`config.mk`:
```
export PLATFORM = sky130hd
export DESIGN_NAME = route_table_longest_prefix_top
export DESIGN_NICKNAME = d
export VERILOG_FILES = /design/src/hdl/rtlpm_pkg.sv /design/src/hdl/route_table_longest_prefix_top.sv /design/src/hdl/rtlpm_ram.sv /design/src/hdl/rtlpm_front.sv /design/src/hdl/rtlpm_back.sv
export SDC_FILE = /design/constraint.sdc
export NUM_CORES = 2
export LEC_CHECK = 0
export BUFFER_PORTS_ARGS = -buffer_cell sky130_fd_sc_hd__buf_2
export CAP_MARGIN = 20
export CORE_MARGIN = 1
export CORE_UTILIZATION = 57
export DETAILED_ROUTE_END_ITERATION = 7
export GPL_ROUTABILITY_DRIVEN = 0
export PLACE_DENSITY = 0.74
export SYNTH_ARGS = -nofsm -noshare
export SYNTH_HDL_FRONTEND = slang
export SYNTH_SLANG_ARGS = --single-unit
```
`constraint.sdc`:
```
create_clock -name clk -period 10.5 [get_ports clk]
set_input_delay 0 -clock clk [delete_from_list [all_inputs] [get_ports clk]]
set_output_delay 0 -clock clk [all_outputs]
set_load 0.03 [all_outputs]
```
`src/hdl/rtlpm_pkg.sv`:
```
package rtlpm_pkg;

    // Table sizing and queue depth
    localparam int TABLE_DEPTH_DEF = 16;
    localparam int QUEUE_DEPTH     = 2;

    // Field widths
    localparam int ADDR_W   = 32;
    localparam int IFACE_W  = 4;
    localparam int SLOT_W   = 4;
    localparam int STATUS_W = 3;
    localparam int REQ_W    = 2;
    localparam int LEN_W    = 6;

    // Request codes
    localparam logic [REQ_W-1:0] REQ_ADD    = 2'd0;
    localparam logic [REQ_W-1:0] REQ_LOOKUP = 2'd1;
    localparam logic [REQ_W-1:0] REQ_CLEAR  = 2'd2;

    // Result status codes
    localparam logic [STATUS_W-1:0] ST_ADDED   = 3'd0;
    localparam logic [STATUS_W-1:0] ST_FULL    = 3'd1;
    localparam logic [STATUS_W-1:0] ST_FOUND   = 3'd2;
    localparam logic [STATUS_W-1:0] ST_NOROUTE = 3'd3;
    localparam logic [STATUS_W-1:0] ST_CLEARED = 3'd4;

    typedef enum logic [1:0] {
        OP_ADD,
        OP_LOOKUP,
        OP_CLEAR,
        OP_RSVD
    } op_t;

    // Classified command passed from front to back
    typedef struct packed {
        op_t                op;
        logic [ADDR_W-1:0]  lookup_addr;
        logic [ADDR_W-1:0]  dest;
        logic [ADDR_W-1:0]  mask;
        logic [ADDR_W-1:0]  gateway;
        logic [IFACE_W-1:0] iface;
        logic [LEN_W-1:0]   mask_len;
    } cmd_t;

    // One stored table entry
    typedef struct packed {
        logic [ADDR_W-1:0]  dest;
        logic [ADDR_W-1:0]  mask;
        logic [ADDR_W-1:0]  gateway;
        logic [IFACE_W-1:0] iface;
        logic [LEN_W-1:0]   mask_len;
    } entry_t;

    // Count one bits: per-nibble counts, then a short sum of eight nibbles
    function automatic logic [LEN_W-1:0] ones_in(input logic [ADDR_W-1:0] v);
        logic [2:0]       nib [ADDR_W/4];
        logic [LEN_W-1:0] sum;
        sum = '0;
        for (int n = 0; n < ADDR_W / 4; n++)
        begin
            nib[n] = 3'(v[4*n]) + 3'(v[4*n+1]) + 3'(v[4*n+2]) + 3'(v[4*n+3]);
        end
        for (int n = 0; n < ADDR_W / 4; n++)
        begin
            sum = sum + LEN_W'(nib[n]);
        end
        return sum;
    endfunction

endpackage

```
`src/hdl/route_table_longest_prefix_top.sv`:
```
// IPv4 routing table with longest-prefix-match lookup.
// Input channel (in_valid/in_ready) takes one request item: add an entry,
// look up an address, or clear the table. Every item yields exactly one
// result item on the output channel (out_valid/out_ready), in order.
// Items are classified on entry (mask length is counted here) and wait in a
// two-item queue; the back end executes them against a one-read, one-write table RAM.
// Add, clear and reserved items are handled from the idle state: the result is
// offered in the cycle after the back end takes the item, one item per cycle
// while the output is not stalled. A lookup reads the stored entries one per cycle
// through the table RAM read port, then passes the drain and finish states; on an
// empty table it goes straight to the finish state.
// The best match is the matching entry with the longest mask, earliest slot on
// a tie; a default route (destination zero) is used only when nothing else
// matches, the last one stored winning.
// Reset empties the table and the queue; entry contents are left as they are
// and are never read before being written again.
// When the receiver stalls the result stays in the output register, the back
// end holds its next result, and the queue keeps taking items until full.
module route_table_longest_prefix_top #(
    parameter int TABLE_DEPTH = rtlpm_pkg::TABLE_DEPTH_DEF
) (
    input  logic                            clk,
    input  logic                            rst_n,
    input  logic                            in_valid,
    output logic                            in_ready,
    input  logic [rtlpm_pkg::REQ_W-1:0]     req_type,
    input  logic [rtlpm_pkg::ADDR_W-1:0]    lookup_addr,
    input  logic [rtlpm_pkg::ADDR_W-1:0]    route_dest,
    input  logic [rtlpm_pkg::ADDR_W-1:0]    route_mask,
    input  logic [rtlpm_pkg::ADDR_W-1:0]    route_gateway,
    input  logic [rtlpm_pkg::IFACE_W-1:0]   route_iface,
    output logic                            out_valid,
    input  logic                            out_ready,
    output logic [rtlpm_pkg::STATUS_W-1:0]  status,
    output logic [rtlpm_pkg::ADDR_W-1:0]    next_hop,
    output logic [rtlpm_pkg::IFACE_W-1:0]   out_iface,
    output logic [rtlpm_pkg::SLOT_W-1:0]    hit_slot,
    output logic                            used_default
);
    import rtlpm_pkg::*;

    logic q_valid;
    logic q_pop;
    cmd_t q_cmd;

    // Accept and classify items
    rtlpm_front u_front (
        .clk           (clk),
        .rst_n         (rst_n),
        .in_valid      (in_valid),
        .in_ready      (in_ready),
        .req_type      (req_type),
        .lookup_addr   (lookup_addr),
        .route_dest    (route_dest),
        .route_mask    (route_mask),
        .route_gateway (route_gateway),
        .route_iface   (route_iface),
        .q_valid       (q_valid),
        .q_cmd         (q_cmd),
        .q_pop         (q_pop)
    );

    // Execute items against the table
    rtlpm_back #(
        .TABLE_DEPTH (TABLE_DEPTH)
    ) u_back (
        .clk          (clk),
        .rst_n        (rst_n),
        .q_valid      (q_valid),
        .q_cmd        (q_cmd),
        .q_pop        (q_pop),
        .out_valid    (out_valid),
        .out_ready    (out_ready),
        .status       (status),
        .next_hop     (next_hop),
        .out_iface    (out_iface),
        .hit_slot     (hit_slot),
        .used_default (used_default)
    );

endmodule

```
`src/hdl/rtlpm_ram.sv`:
```
module rtlpm_ram #(
    parameter int WIDTH = 8,
    parameter int DEPTH = 16
) (
    input  logic                     clk,
    input  logic                     wr_en,
    input  logic [$clog2(DEPTH)-1:0] wr_addr,
    input  logic [WIDTH-1:0]         wr_data,
    input  logic                     rd_en,
    input  logic [$clog2(DEPTH)-1:0] rd_addr,
    output logic [WIDTH-1:0]         rd_data
);

    logic [WIDTH-1:0] mem_reg [DEPTH];
    logic [WIDTH-1:0] rd_data_reg;

    // Write one word, read one word with registered data
    always_ff @(posedge clk)
    begin
        if (wr_en)
        begin
            mem_reg[wr_addr] <= wr_data;
        end
        if (rd_en)
        begin
            rd_data_reg <= mem_reg[rd_addr];
        end
    end

    assign rd_data = rd_data_reg;

endmodule

```
`src/hdl/rtlpm_front.sv`:
```
module rtlpm_front (
    input  logic                           clk,
    input  logic                           rst_n,
    input  logic                           in_valid,
    output logic                           in_ready,
    input  logic [rtlpm_pkg::REQ_W-1:0]    req_type,
    input  logic [rtlpm_pkg::ADDR_W-1:0]   lookup_addr,
    input  logic [rtlpm_pkg::ADDR_W-1:0]   route_dest,
    input  logic [rtlpm_pkg::ADDR_W-1:0]   route_mask,
    input  logic [rtlpm_pkg::ADDR_W-1:0]   route_gateway,
    input  logic [rtlpm_pkg::IFACE_W-1:0]  route_iface,
    output logic                           q_valid,
    output rtlpm_pkg::cmd_t                q_cmd,
    input  logic                           q_pop
);
    import rtlpm_pkg::*;

    localparam int PTR_W  = (QUEUE_DEPTH > 1) ? $clog2(QUEUE_DEPTH) : 1;
    localparam int FILL_W = $clog2(QUEUE_DEPTH + 1);

    cmd_t              cmd_in;
    cmd_t              queue_reg [QUEUE_DEPTH];
    logic [PTR_W-1:0]  wr_ptr_reg, wr_ptr_next;
    logic [PTR_W-1:0]  rd_ptr_reg, rd_ptr_next;
    logic [FILL_W-1:0] fill_reg, fill_next;
    logic              push, pop;

    // Classify the request and precompute the prefix length of the mask
    always_comb
    begin
        cmd_in.lookup_addr = lookup_addr;
        cmd_in.dest        = route_dest;
        cmd_in.mask        = route_mask;
        cmd_in.gateway     = route_gateway;
        cmd_in.iface       = route_iface;
        cmd_in.mask_len    = ones_in(route_mask);
        unique case (req_type)
            REQ_ADD:    cmd_in.op = OP_ADD;
            REQ_LOOKUP: cmd_in.op = OP_LOOKUP;
            REQ_CLEAR:  cmd_in.op = OP_CLEAR;
            default:    cmd_in.op = OP_RSVD;
        endcase
    end

    assign in_ready = (fill_reg != FILL_W'(QUEUE_DEPTH));
    assign push     = in_valid && in_ready;
    assign pop      = q_pop && q_valid;
    assign q_valid  = (fill_reg != '0);
    assign q_cmd    = queue_reg[rd_ptr_reg];

    // Advance pointers and fill level
    always_comb
    begin
        wr_ptr_next = wr_ptr_reg;
        rd_ptr_next = rd_ptr_reg;
        fill_next   = fill_reg;
        if (push)
        begin
            wr_ptr_next = (wr_ptr_reg == PTR_W'(QUEUE_DEPTH - 1)) ? '0 : wr_ptr_reg + PTR_W'(1);
        end
        if (pop)
        begin
            rd_ptr_next = (rd_ptr_reg == PTR_W'(QUEUE_DEPTH - 1)) ? '0 : rd_ptr_reg + PTR_W'(1);
        end
        if (push && !pop)
        begin
            fill_next = fill_reg + FILL_W'(1);
        end
        else if (pop && !push)
        begin
            fill_next = fill_reg - FILL_W'(1);
        end
    end

    always_ff @(posedge clk or negedge rst_n)
    begin
        if (!rst_n)
        begin
            wr_ptr_reg <= '0;
            rd_ptr_reg <= '0;
            fill_reg   <= '0;
        end
        else
        begin
            wr_ptr_reg <= wr_ptr_next;
            rd_ptr_reg <= rd_ptr_next;
            fill_reg   <= fill_next;
        end
    end

    // Store the classified item
    always_ff @(posedge clk)
    begin
        if (push)
        begin
            queue_reg[wr_ptr_reg] <= cmd_in;
        end
    end

    a_fill_bound: assert property (@(posedge clk) disable iff (!rst_n)
        fill_reg <= FILL_W'(QUEUE_DEPTH))
        else $error("queue fill above depth");

    a_pop_nonempty: assert property (@(posedge clk) disable iff (!rst_n)
        q_pop |-> fill_reg != '0)
        else $error("pop from empty queue");

    a_push_grows: assert property (@(posedge clk) disable iff (!rst_n)
        (push && !pop) |=> fill_reg == $past(fill_reg) + FILL_W'(1))
        else $error("queue fill did not grow on push");

endmodule

```
`src/hdl/rtlpm_back.sv`:
```
module rtlpm_back #(
    parameter int TABLE_DEPTH = rtlpm_pkg::TABLE_DEPTH_DEF
) (
    input  logic                            clk,
    input  logic                            rst_n,
    input  logic                            q_valid,
    input  rtlpm_pkg::cmd_t                 q_cmd,
    output logic                            q_pop,
    output logic                            out_valid,
    input  logic                            out_ready,
    output logic [rtlpm_pkg::STATUS_W-1:0]  status,
    output logic [rtlpm_pkg::ADDR_W-1:0]    next_hop,
    output logic [rtlpm_pkg::IFACE_W-1:0]   out_iface,
    output logic [rtlpm_pkg::SLOT_W-1:0]    hit_slot,
    output logic                            used_default
);
    import rtlpm_pkg::*;

    localparam int IDX_W   = $clog2(TABLE_DEPTH);
    localparam int CNT_W   = $clog2(TABLE_DEPTH + 1);
    localparam int ENTRY_W = $bits(entry_t);

    typedef enum logic [1:0] {
        S_IDLE,
        S_SCAN,
        S_DRAIN,
        S_FINISH
    } state_t;

    state_t              state_reg, state_next;
    logic [CNT_W-1:0]    count_reg, count_next;
    logic [CNT_W-1:0]    scan_idx_reg, scan_idx_next;
    logic                chk_valid_reg, chk_valid_next;
    logic [IDX_W-1:0]    chk_idx_reg, chk_idx_next;
    logic [ADDR_W-1:0]   addr_reg, addr_next;
    logic                have_best_reg, have_best_next;
    logic [LEN_W-1:0]    best_len_reg, best_len_next;
    logic [IDX_W-1:0]    best_slot_reg, best_slot_next;
    logic [ADDR_W-1:0]   best_gw_reg, best_gw_next;
    logic [IFACE_W-1:0]  best_if_reg, best_if_next;
    logic                have_dflt_reg, have_dflt_next;
    logic [IDX_W-1:0]    dflt_slot_reg, dflt_slot_next;
    logic [ADDR_W-1:0]   dflt_gw_reg, dflt_gw_next;
    logic [IFACE_W-1:0]  dflt_if_reg, dflt_if_next;
    logic                out_valid_reg, out_valid_next;
    logic [STATUS_W-1:0] status_reg, status_next;
    logic [ADDR_W-1:0]   next_hop_reg, next_hop_next;
    logic [IFACE_W-1:0]  out_iface_reg, out_iface_next;
    logic [SLOT_W-1:0]   hit_slot_reg, hit_slot_next;
    logic                used_default_reg, used_default_next;

    logic                out_free;
    logic                wr_en, rd_en;
    entry_t              wr_entry, rd_entry;
    logic [ENTRY_W-1:0]  rd_word;
    logic [IDX_W-1:0]    chosen_slot;
    logic [SLOT_W+IDX_W-1:0] chosen_ext, add_ext;

    // Table storage
    rtlpm_ram #(
        .WIDTH (ENTRY_W),
        .DEPTH (TABLE_DEPTH)
    ) u_table (
        .clk     (clk),
        .wr_en   (wr_en),
        .wr_addr (count_reg[IDX_W-1:0]),
        .wr_data (ENTRY_W'(wr_entry)),
        .rd_en   (rd_en),
        .rd_addr (scan_idx_reg[IDX_W-1:0]),
        .rd_data (rd_word)
    );

    assign rd_entry         = entry_t'(rd_word);
    assign wr_entry.dest     = q_cmd.dest;
    assign wr_entry.mask     = q_cmd.mask;
    assign wr_entry.gateway  = q_cmd.gateway;
    assign wr_entry.iface    = q_cmd.iface;
    assign wr_entry.mask_len = q_cmd.mask_len;

    assign out_free    = !out_valid_reg || out_ready;
    assign rd_en       = (state_reg == S_SCAN);
    assign chosen_slot = have_best_reg ? best_slot_reg : dflt_slot_reg;
    assign chosen_ext  = {{SLOT_W{1'b0}}, chosen_slot};
    assign add_ext     = {{SLOT_W{1'b0}}, count_reg[IDX_W-1:0]};

    always_comb
    begin
        state_next        = state_reg;
        count_next        = count_reg;
        scan_idx_next     = scan_idx_reg;
        chk_valid_next    = 1'b0;
        chk_idx_next      = chk_idx_reg;
        addr_next         = addr_reg;
        have_best_next    = have_best_reg;
        best_len_next     = best_len_reg;
        best_slot_next    = best_slot_reg;
        best_gw_next      = best_gw_reg;
        best_if_next      = best_if_reg;
        have_dflt_next    = have_dflt_reg;
        dflt_slot_next    = dflt_slot_reg;
        dflt_gw_next      = dflt_gw_reg;
        dflt_if_next      = dflt_if_reg;
        out_valid_next    = out_valid_reg && !out_ready;
        status_next       = status_reg;
        next_hop_next     = next_hop_reg;
        out_iface_next    = out_iface_reg;
        hit_slot_next     = hit_slot_reg;
        used_default_next = used_default_reg;
        q_pop             = 1'b0;
        wr_en             = 1'b0;

        // Judge the entry read last cycle; later default wins, longer mask wins
        if (chk_valid_reg)
        begin
            if (rd_entry.dest == '0)
            begin
                have_dflt_next = 1'b1;
                dflt_slot_next = chk_idx_reg;
                dflt_gw_next   = rd_entry.gateway;
                dflt_if_next   = rd_entry.iface;
            end
            else if (((rd_entry.dest & rd_entry.mask) == (addr_reg & rd_entry.mask)) &&
                     (!have_best_reg || rd_entry.mask_len > best_len_reg))
            begin
                have_best_next = 1'b1;
                best_len_next  = rd_entry.mask_len;
                best_slot_next = chk_idx_reg;
                best_gw_next   = rd_entry.gateway;
                best_if_next   = rd_entry.iface;
            end
        end

        unique case (state_reg)
            S_IDLE:
            begin
                if (q_valid)
                begin
                    if (q_cmd.op == OP_LOOKUP)
                    begin
                        // Start a scan over the stored entries
                        q_pop          = 1'b1;
                        addr_next      = q_cmd.lookup_addr;
                        have_best_next = 1'b0;
                        have_dflt_next = 1'b0;
                        scan_idx_next  = '0;
                        state_next     = (count_reg == '0) ? S_FINISH : S_SCAN;
                    end
                    else if (out_free)
                    begin
                        q_pop             = 1'b1;
                        out_valid_next    = 1'b1;
                        next_hop_next     = '0;
                        out_iface_next    = '0;
                        hit_slot_next     = '0;
                        used_default_next = 1'b0;
                        unique case (q_cmd.op)
                            OP_ADD:
                            begin
                                if (count_reg < CNT_W'(TABLE_DEPTH))
                                begin
                                    wr_en         = 1'b1;
                                    count_next    = count_reg + CNT_W'(1);
                                    status_next   = ST_ADDED;
                                    hit_slot_next = add_ext[SLOT_W-1:0];
                                end
                                else
                                begin
                                    status_next = ST_FULL;
                                end
                            end
                            OP_CLEAR:
                            begin
                                count_next  = '0;
                                status_next = ST_CLEARED;
                            end
                            default:
                            begin
                                status_next = ST_NOROUTE;
                            end
                        endcase
                    end
                end
            end
            S_SCAN:
            begin
                // Issue one table read per cycle
                chk_valid_next = 1'b1;
                chk_idx_next   = scan_idx_reg[IDX_W-1:0];
                scan_idx_next  = scan_idx_reg + CNT_W'(1);
                if (scan_idx_reg == count_reg - CNT_W'(1))
                begin
                    state_next = S_DRAIN;
                end
            end
            S_DRAIN:
            begin
                state_next = S_FINISH;
            end
            S_FINISH:
            begin
                // Report the chosen entry once the output slot is free
                if (out_free)
                begin
                    out_valid_next = 1'b1;
                    state_next     = S_IDLE;
                    if (have_best_reg || have_dflt_reg)
                    begin
                        status_next       = ST_FOUND;
                        next_hop_next     = have_best_reg ? best_gw_reg : dflt_gw_reg;
                        out_iface_next    = have_best_reg ? best_if_reg : dflt_if_reg;
                        hit_slot_next     = chosen_ext[SLOT_W-1:0];
                        used_default_next = !have_best_reg;
                    end
                    else
                    begin
                        status_next       = ST_NOROUTE;
                        next_hop_next     = '0;
                        out_iface_next    = '0;
                        hit_slot_next     = '0;
                        used_default_next = 1'b0;
                    end
                end
            end
            default:
            begin
                state_next = S_IDLE;
            end
        endcase
    end

    always_ff @(posedge clk or negedge rst_n)
    begin
        if (!rst_n)
        begin
            state_reg        <= S_IDLE;
            count_reg        <= '0;
            scan_idx_reg     <= '0;
            chk_valid_reg    <= 1'b0;
            chk_idx_reg      <= '0;
            addr_reg         <= '0;
            have_best_reg    <= 1'b0;
            best_len_reg     <= '0;
            best_slot_reg    <= '0;
            best_gw_reg      <= '0;
            best_if_reg      <= '0;
            have_dflt_reg    <= 1'b0;
            dflt_slot_reg    <= '0;
            dflt_gw_reg      <= '0;
            dflt_if_reg      <= '0;
            out_valid_reg    <= 1'b0;
            status_reg       <= '0;
            next_hop_reg     <= '0;
            out_iface_reg    <= '0;
            hit_slot_reg     <= '0;
            used_default_reg <= 1'b0;
        end
        else
        begin
            state_reg        <= state_next;
            count_reg        <= count_next;
            scan_idx_reg     <= scan_idx_next;
            chk_valid_reg    <= chk_valid_next;
            chk_idx_reg      <= chk_idx_next;
            addr_reg         <= addr_next;
            have_best_reg    <= have_best_next;
            best_len_reg     <= best_len_next;
            best_slot_reg    <= best_slot_next;
            best_gw_reg      <= best_gw_next;
            best_if_reg      <= best_if_next;
            have_dflt_reg    <= have_dflt_next;
            dflt_slot_reg    <= dflt_slot_next;
            dflt_gw_reg      <= dflt_gw_next;
            dflt_if_reg      <= dflt_if_next;
            out_valid_reg    <= out_valid_next;
            status_reg       <= status_next;
            next_hop_reg     <= next_hop_next;
            out_iface_reg    <= out_iface_next;
            hit_slot_reg     <= hit_slot_next;
            used_default_reg <= used_default_next;
        end
    end

    assign out_valid    = out_valid_reg;
    assign status       = status_reg;
    assign next_hop     = next_hop_reg;
    assign out_iface    = out_iface_reg;
    assign hit_slot     = hit_slot_reg;
    assign used_default = used_default_reg;

    a_count_bound: assert property (@(posedge clk) disable iff (!rst_n)
        count_reg <= CNT_W'(TABLE_DEPTH))
        else $error("entry count above table depth");

    a_scan_in_range: assert property (@(posedge clk) disable iff (!rst_n)
        state_reg == S_SCAN |-> scan_idx_reg < count_reg)
        else $error("scan index beyond stored entries");

    a_check_in_scan: assert property (@(posedge clk) disable iff (!rst_n)
        chk_valid_reg |-> (state_reg == S_SCAN || state_reg == S_DRAIN))
        else $error("entry check outside of scan");

    a_miss_zero: assert property (@(posedge clk) disable iff (!rst_n)
        (out_valid_reg && status_reg != ST_FOUND) |->
            (next_hop_reg == '0 && used_default_reg == 1'b0))
        else $error("non-hit result carries route data");

endmodule
```
# Word-level counts from Yosys, hierarchy flattened
# Memories as Yosys holds them, arrays and structs flattened. A register that Yosys moved wholly into a read port is not among the register bits.
# Index checks and enable logic that the tools add are counted.
dict set report classes {
  n_addsub 38
  n_lt_le_gt_ge 2
  n_eq_ne 17
  n_mux 83
  bitwise 4
  reduce_logical 31
}
# op count
set ops {}
lappend ops {{$mux W32} 6}
lappend ops {{$and A32 B32 Y32} 2}
lappend ops {{$pmux W32 S2} 1}
lappend ops {{$mux W4} 14}
lappend ops {{$add A3 B1 Y3} 16}
lappend ops {{$mux W1} 38}
lappend ops {{$add A6 B3 Y6} 6}
lappend ops {{$eq A32 B32 Y1} 1}
lappend ops {{$logic_not A32 Y1} 1}
lappend ops {{$pmux W5 S2} 2}
lappend ops {{$add A1 B1 Y2} 8}
lappend ops {{$pmux W4 S2} 2}
lappend ops {{$mux W5} 3}
lappend ops {{$mux W2} 7}
lappend ops {{$mux W3} 4}
lappend ops {{$pmux W3 S2} 2}
lappend ops {{$add A5 B1 Y5 const B} 2}
lappend ops {{$reduce_bool A2 Y1} 5}
lappend ops {{$reduce_and A3 Y1} 3}
lappend ops {{$eq A2 B2 Y1 const B} 4}
lappend ops {{$ne A2 B1 Y1 const B} 4}
lappend ops {{$ne A2 B2 Y1 const B} 4}
lappend ops {{$pmux W2 S4} 1}
lappend ops {{$eq A2 B1 Y1 const B} 3}
lappend ops {{20 further kinds} 36}
dict set report word_totals {
  ff_bits 186
  ram_bits 1976
  input_bits 138
  out_inout_bits 46
  word_cells 201
  memories 2
}
# name depth width read_ports rd_ports_with_merged_regs wr line_no
set memory_table {}
lappend memory_table {u_back.u_table.mem_reg 16 106 1 1 1 rtlpm_ram.sv:14} ;# logic [WIDTH-1:0] mem_reg [DEPTH];
lappend memory_table {u_front.queue_reg 2 140 1 0 1 rtlpm_front.sv:22} ;# cmd_t queue_reg [QUEUE_DEPTH];

# Depth between registers and ports, before layout
dict set report logic_depth {
  ltp_word 10
  mapped_depth 21
  ltp_nobuf 21
}

# Modules after synthesis
# From an unflattened synthesis, not the netlist that was laid out.
dict set report hier_totals {
  cells_unflattened 3874
  area_unflattened_um2 86265.2
}
# mod n_inst cells_each area_each_um2 seq_area_each_um2
set by_module_without_submodules {}
lappend by_module_without_submodules {rtlpm_ram 1 2712 66605.1 54111.9}
lappend by_module_without_submodules {rtlpm_front 1 530 11436.0 8508.2}
lappend by_module_without_submodules {rtlpm_back 1 632 8224.1 4554.4}

# Worst setup path after synthesis
# Ideal clock, no wire load.
dict set report synth_timing {
  path_type {register -> register}
  startpoint {reg u_back.state_reg[0]}
  endpoint {mem u_back.u_table.mem_reg[0][0] (netlist name) (enable)}
  setup_ps 700
  arrival_time_ps 8921
  required_time_ps 9800
  setup_slack_ps 878
  stages_incl_launch_ff 9
  path_buffers 0
  period_less_slack_ps 9622
  cell_sequence {dfrtp_1 inv_1 ha_1 inv_1 nor3_1 nand2_1 nor3_1 nand2_1 nor3_1}
}
dict set report synth_between {
  elab_chain_len 4
}
# item line_no
set synth_rtl {}
lappend synth_rtl {{start: declaration} rtlpm_back.sv:30} ;# state_t state_reg, state_next;
lappend synth_rtl {{start signal: assignment} rtlpm_back.sv:259} ;# state_reg <= state_next;
lappend synth_rtl {{$logic_not A2 Y1} rtlpm_back.sv:133} ;# unique case (state_reg)
lappend synth_rtl {{$mux W1} rtlpm_back.sv:133}
lappend synth_rtl {{$mux W1} rtlpm_ram.sv:20} ;# if (wr_en)
lappend synth_rtl {{$mux W1 (implied by the code)} rtlpm_ram.sv:22} ;# mem_reg[wr_addr] <= wr_data;
lappend synth_rtl {{end: declaration} rtlpm_ram.sv:14}
# Every way passes these cells.

# Worst setup path after layout
dict set report layout_timing {
  startpoint {reg u_front.rd_ptr_reg}
  endpoint {mem u_back.u_table.mem_reg[4][98] (netlist name) (enable)}
}
dict set report layout_between {
  elab_chain_len 9
  word_cells_on_any_way 10
  cone_classes {eq/ne (1); mux (7); reduce/logical (1); memory (1)}
}
# item line_no
set layout_rtl {}
lappend layout_rtl {{start: declaration} rtlpm_front.sv:24} ;# logic [PTR_W-1:0] rd_ptr_reg, rd_ptr_next;
lappend layout_rtl {{start signal: assignment} rtlpm_front.sv:86} ;# rd_ptr_reg <= rd_ptr_next;
lappend layout_rtl {{$mem_v2 Z2 W140 *} n/a}
lappend layout_rtl {{$logic_not A2 Y1} rtlpm_back.sv:156} ;# unique case (q_cmd.op)
lappend layout_rtl {{$mux W1} rtlpm_back.sv:156}
lappend layout_rtl {{$mux W1} rtlpm_back.sv:148} ;# else if (out_free)
lappend layout_rtl {{$mux W1 *} rtlpm_back.sv:138} ;# if (q_cmd.op == OP_LOOKUP)
lappend layout_rtl {{$mux W1 *} rtlpm_back.sv:136} ;# if (q_valid)
lappend layout_rtl {{$mux W1 *} rtlpm_back.sv:133}
lappend layout_rtl {{$mux W1 *} rtlpm_ram.sv:20}
lappend layout_rtl {{$mux W1 (implied by the code) *} rtlpm_ram.sv:22}
# Mark *: on every way between the ends. The rest lies on a longest branch, timed or not.

==> qor.csv <==
stage,metric,value,unit
setup_path,Crit path required time,10.92,ns
placed_design,IO buf count,183,
setup_path,crit path max fanout,57,
power_and_ir_drop,Cell Pwr Density,265,nW/um^2
sta,Final setup viols,0,
synth,ys flop type,edfxtp_1,
setup_path,Critical Path Source Type,register,
sta,max-slew violation count,0,
routing,routed vias/inst,6.26,
sta,Setup Skew,0.0544,ns
clocking,CTS tree,built,
grt,largest net degree at the start of global routing,148,
run,max_cap viols,0,
sta,setup TNS,0,ns
clocking,H-tree Lvls,4,
synth,synth unique cells,49,
final_layout,diodes inserted,0,
routing,Routed Wire Length,192000,um
die,Rows,142,
power_and_ir_drop,VDD IR max,247,uV
clocking,root buf cell,clkbuf_16,
final_layout,max reg flops,1696,
routing,Routed Antenna Nets,0,
sta,period utilisation layout,47.5,%
sta,Peak Freq,0.200,GHz
routing,Pre-antenna DRT Iters,5,
synth,ys async rst share,8.20,%
die,Die H,391,um
sta,Hold Fails Final Rpt,0,
synth,mapped cell area,86300,um^2
setup_path,WP data arrival,5.40,ns
setup_path,CP max stage cell,dfrtp_4,
setup_path,CP Class,register to register,
setup_path,CP Cell Sequence,mux2i_1 > nand2_1 > nor3_1 > nand2_1 > nor2_4 > buf_4 > buf_4,
placed_design,Placed Cells,5826,
grt,initial antenna violation count,6,
synth,Post-synth EDFFs,2082,
placed_design,DP HPWL,98500,um
sta,Final Critical Period,4.99,ns
grt,GR Util All Layers,25.6,%
final_layout,Synth-to-Final Area Change,15.2,%
sta,actual slew at the worst max-slew pin,1.17,ns
sta,Fin Hold WS,0.0888,ns
final_layout,Non-Filler Instances,6505,
routing,vias,40704,
routing,initial DRC count,4679,
clocking,# clock sinks,2268,
sta,Slew HR,21.7,%
routing,DR WL/cell,29.5,um
clocking,Num CTS Buffers,214,
die,Core Region,150000,um^2
die,Initial Util,57.5,%
final_layout,ratio of cells with drive above 1 in the final layout,29.2,%
status,status,"complete, no violations",
synth,sequential fraction of the synthesis area,77.9,%
grt,first-pass GRT wire length,280000,um
worst_hold_path,Hold Crit Class,primary input to register,
grt,GR Overflow Total,0,
power_and_ir_drop,P_leak,33.0,nW
die,# IOs,184,
die,chip width,391,um
setup_path,CP peak stage delay,1.03,ns
final_layout,highest-count cells in the layout ignoring fill and taps,"edfxtp_1 (2082), mux4_2 (530), dlygate4sd3_1 (272)",
final_layout,"most common cell after layout, fill and taps aside",edfxtp_1,
final_layout,filler cell count in the final layout,9303,
sta,RSZ-0062 raised after global routing,false,
routing,drt drc,0,
synth,Syn. warnings,0,
die,Die Footprint,153000,um^2
setup_path,Critical Path End Type,register,
synth,syn_nets,3948,
synth,flip-flop and latch count after synthesis,2268,
clocking,clock transition at the registers of the reported paths,0.06,ns
final_layout,nets,4506,
clocking,CTS max path bufs,3,
synth,syn_area_per_cell,23.0,um^2
clocking,clk_lat worst skew,0.85,ns
grt,vias in the first global route,41848,
synth,Mapped Cells,3743,
-- critical path, delay by kind of cell (launching register included) --
family | cells | cell delay (ns)
mux | 1 | 0.37
buf+inv | 2 | 1.81
simple gates | 4 | 1.31
flops | 1 | 1.03
-- metrics by stage --
| step | power, W | setup WS, ns | util (%) | cell area (um^2) |
|---|---|---|---|---|
| CTS | 0.0265 | 5.54 | 66.2 | 99300 |
| detailed placement | 0.0188 | 5.57 | 59.8 | 89600 |
| global placement | 0.0187 | 5.61 | 59.8 | 89600 |
| global route | 0.0273 | 5.37 | 66.3 | 99400 |
| finish | 0.0264 | 5.51 | 66.3 | 99400 |
| floorplan | 0.0168 | 0.878 | - | 86300 |
-- layout make-up --
class | count | area, um^2 | share of cell area, %
sequential | 2268 | 67200 | 67.6
multi-input combinational | 1224 | 18100 | 18.2
clock buffer | 294 | 5880 | 5.92
timing repair buffer | 520 | 4310 | 4.34
tap | 2016 | 2520 | 2.54
clock inverter | 110 | 1080 | 1.09
inverter | 73 | 274 | 0.276
-- power by group --
part | leakage [nW] | internal, W | switching [W]
Sequential | 21.3 | 0.0118 | 0.000629
Combinational | 8.26 | 0.00266 | 0.00376
Clock | 3.39 | 0.00428 | 0.00329
Total | 33.0 | 0.0187 | 0.00767
-- cell usage after synthesis (40+ instances only) --
master	instances	share of area (%)
ha_1	45	0.65
mux4_2	530	14
o21ai_0	46	0.27
a22oi_1	50	0.44
mux2_2	159	2.1
nor2_1	69	0.30
nand2_1	66	0.29
buf_2	62	0.36
inv_1	73	0.32
a21oi_1	43	0.25
edfxtp_1	2082	72
dfrtp_1	186	5.4
clkbuf_1	87	0.38
mux2_4	40	0.70
-- timing repair --
action,in CTS,in global routing
gates resized for setup,0,0
endpoints found under the hold margin,429,0
hold buffers,273,0
setup buffers,0,0
-- cells by family (layout without fill, tap and decap cells) --
kind of cell | Yosys count | after routing | synth area share (%)
AO/OA/AOI/OAI | 162 | 162 | 1.20
adder cells (fa/ha/maj) | 67 | 67 | 1.16
flip-flops | 2268 | 2268 | 77.9
XOR/XNOR | 49 | 49 | 0.497
buffers and inverters | 251 | 997 | 1.30
AND/OR/NAND/NOR | 180 | 180 | 0.934
multiplexers | 766 | 766 | 17.0
-- path summary, 6_finish.rpt --
path,startpoint,end,slack [ns],cells after the start
max in group asynchronous,rst_n,u_back.dflt_gw_reg[26],8.96,5
setup reg to reg,u_front.rd_ptr_reg,u_back.u_table.mem_reg[4][98],5.51,7
min in group asynchronous,rst_n,u_back.addr_reg[31],0.30,4
setup / recovery,u_front.rd_ptr_reg,u_back.u_table.mem_reg[4][98],5.51,7
hold reg to reg,u_back.next_hop[18],u_back.next_hop[18],0.47,2
hold / removal,out_ready,u_back.out_valid,0.09,5
-- per-layer routing --
layer / vias up / GRT usage [%] / routed length (um)
met4: 2 / 7.07 / 4610
li1: 16664 / - / -
met3: 323 / 5.03 / 17000
met2: 2127 / 40.9 / 94400
met1: 21588 / 36.4 / 76000
met5: - / 0 / 20
Note: power is estimated with default switching activity, not from simulation.
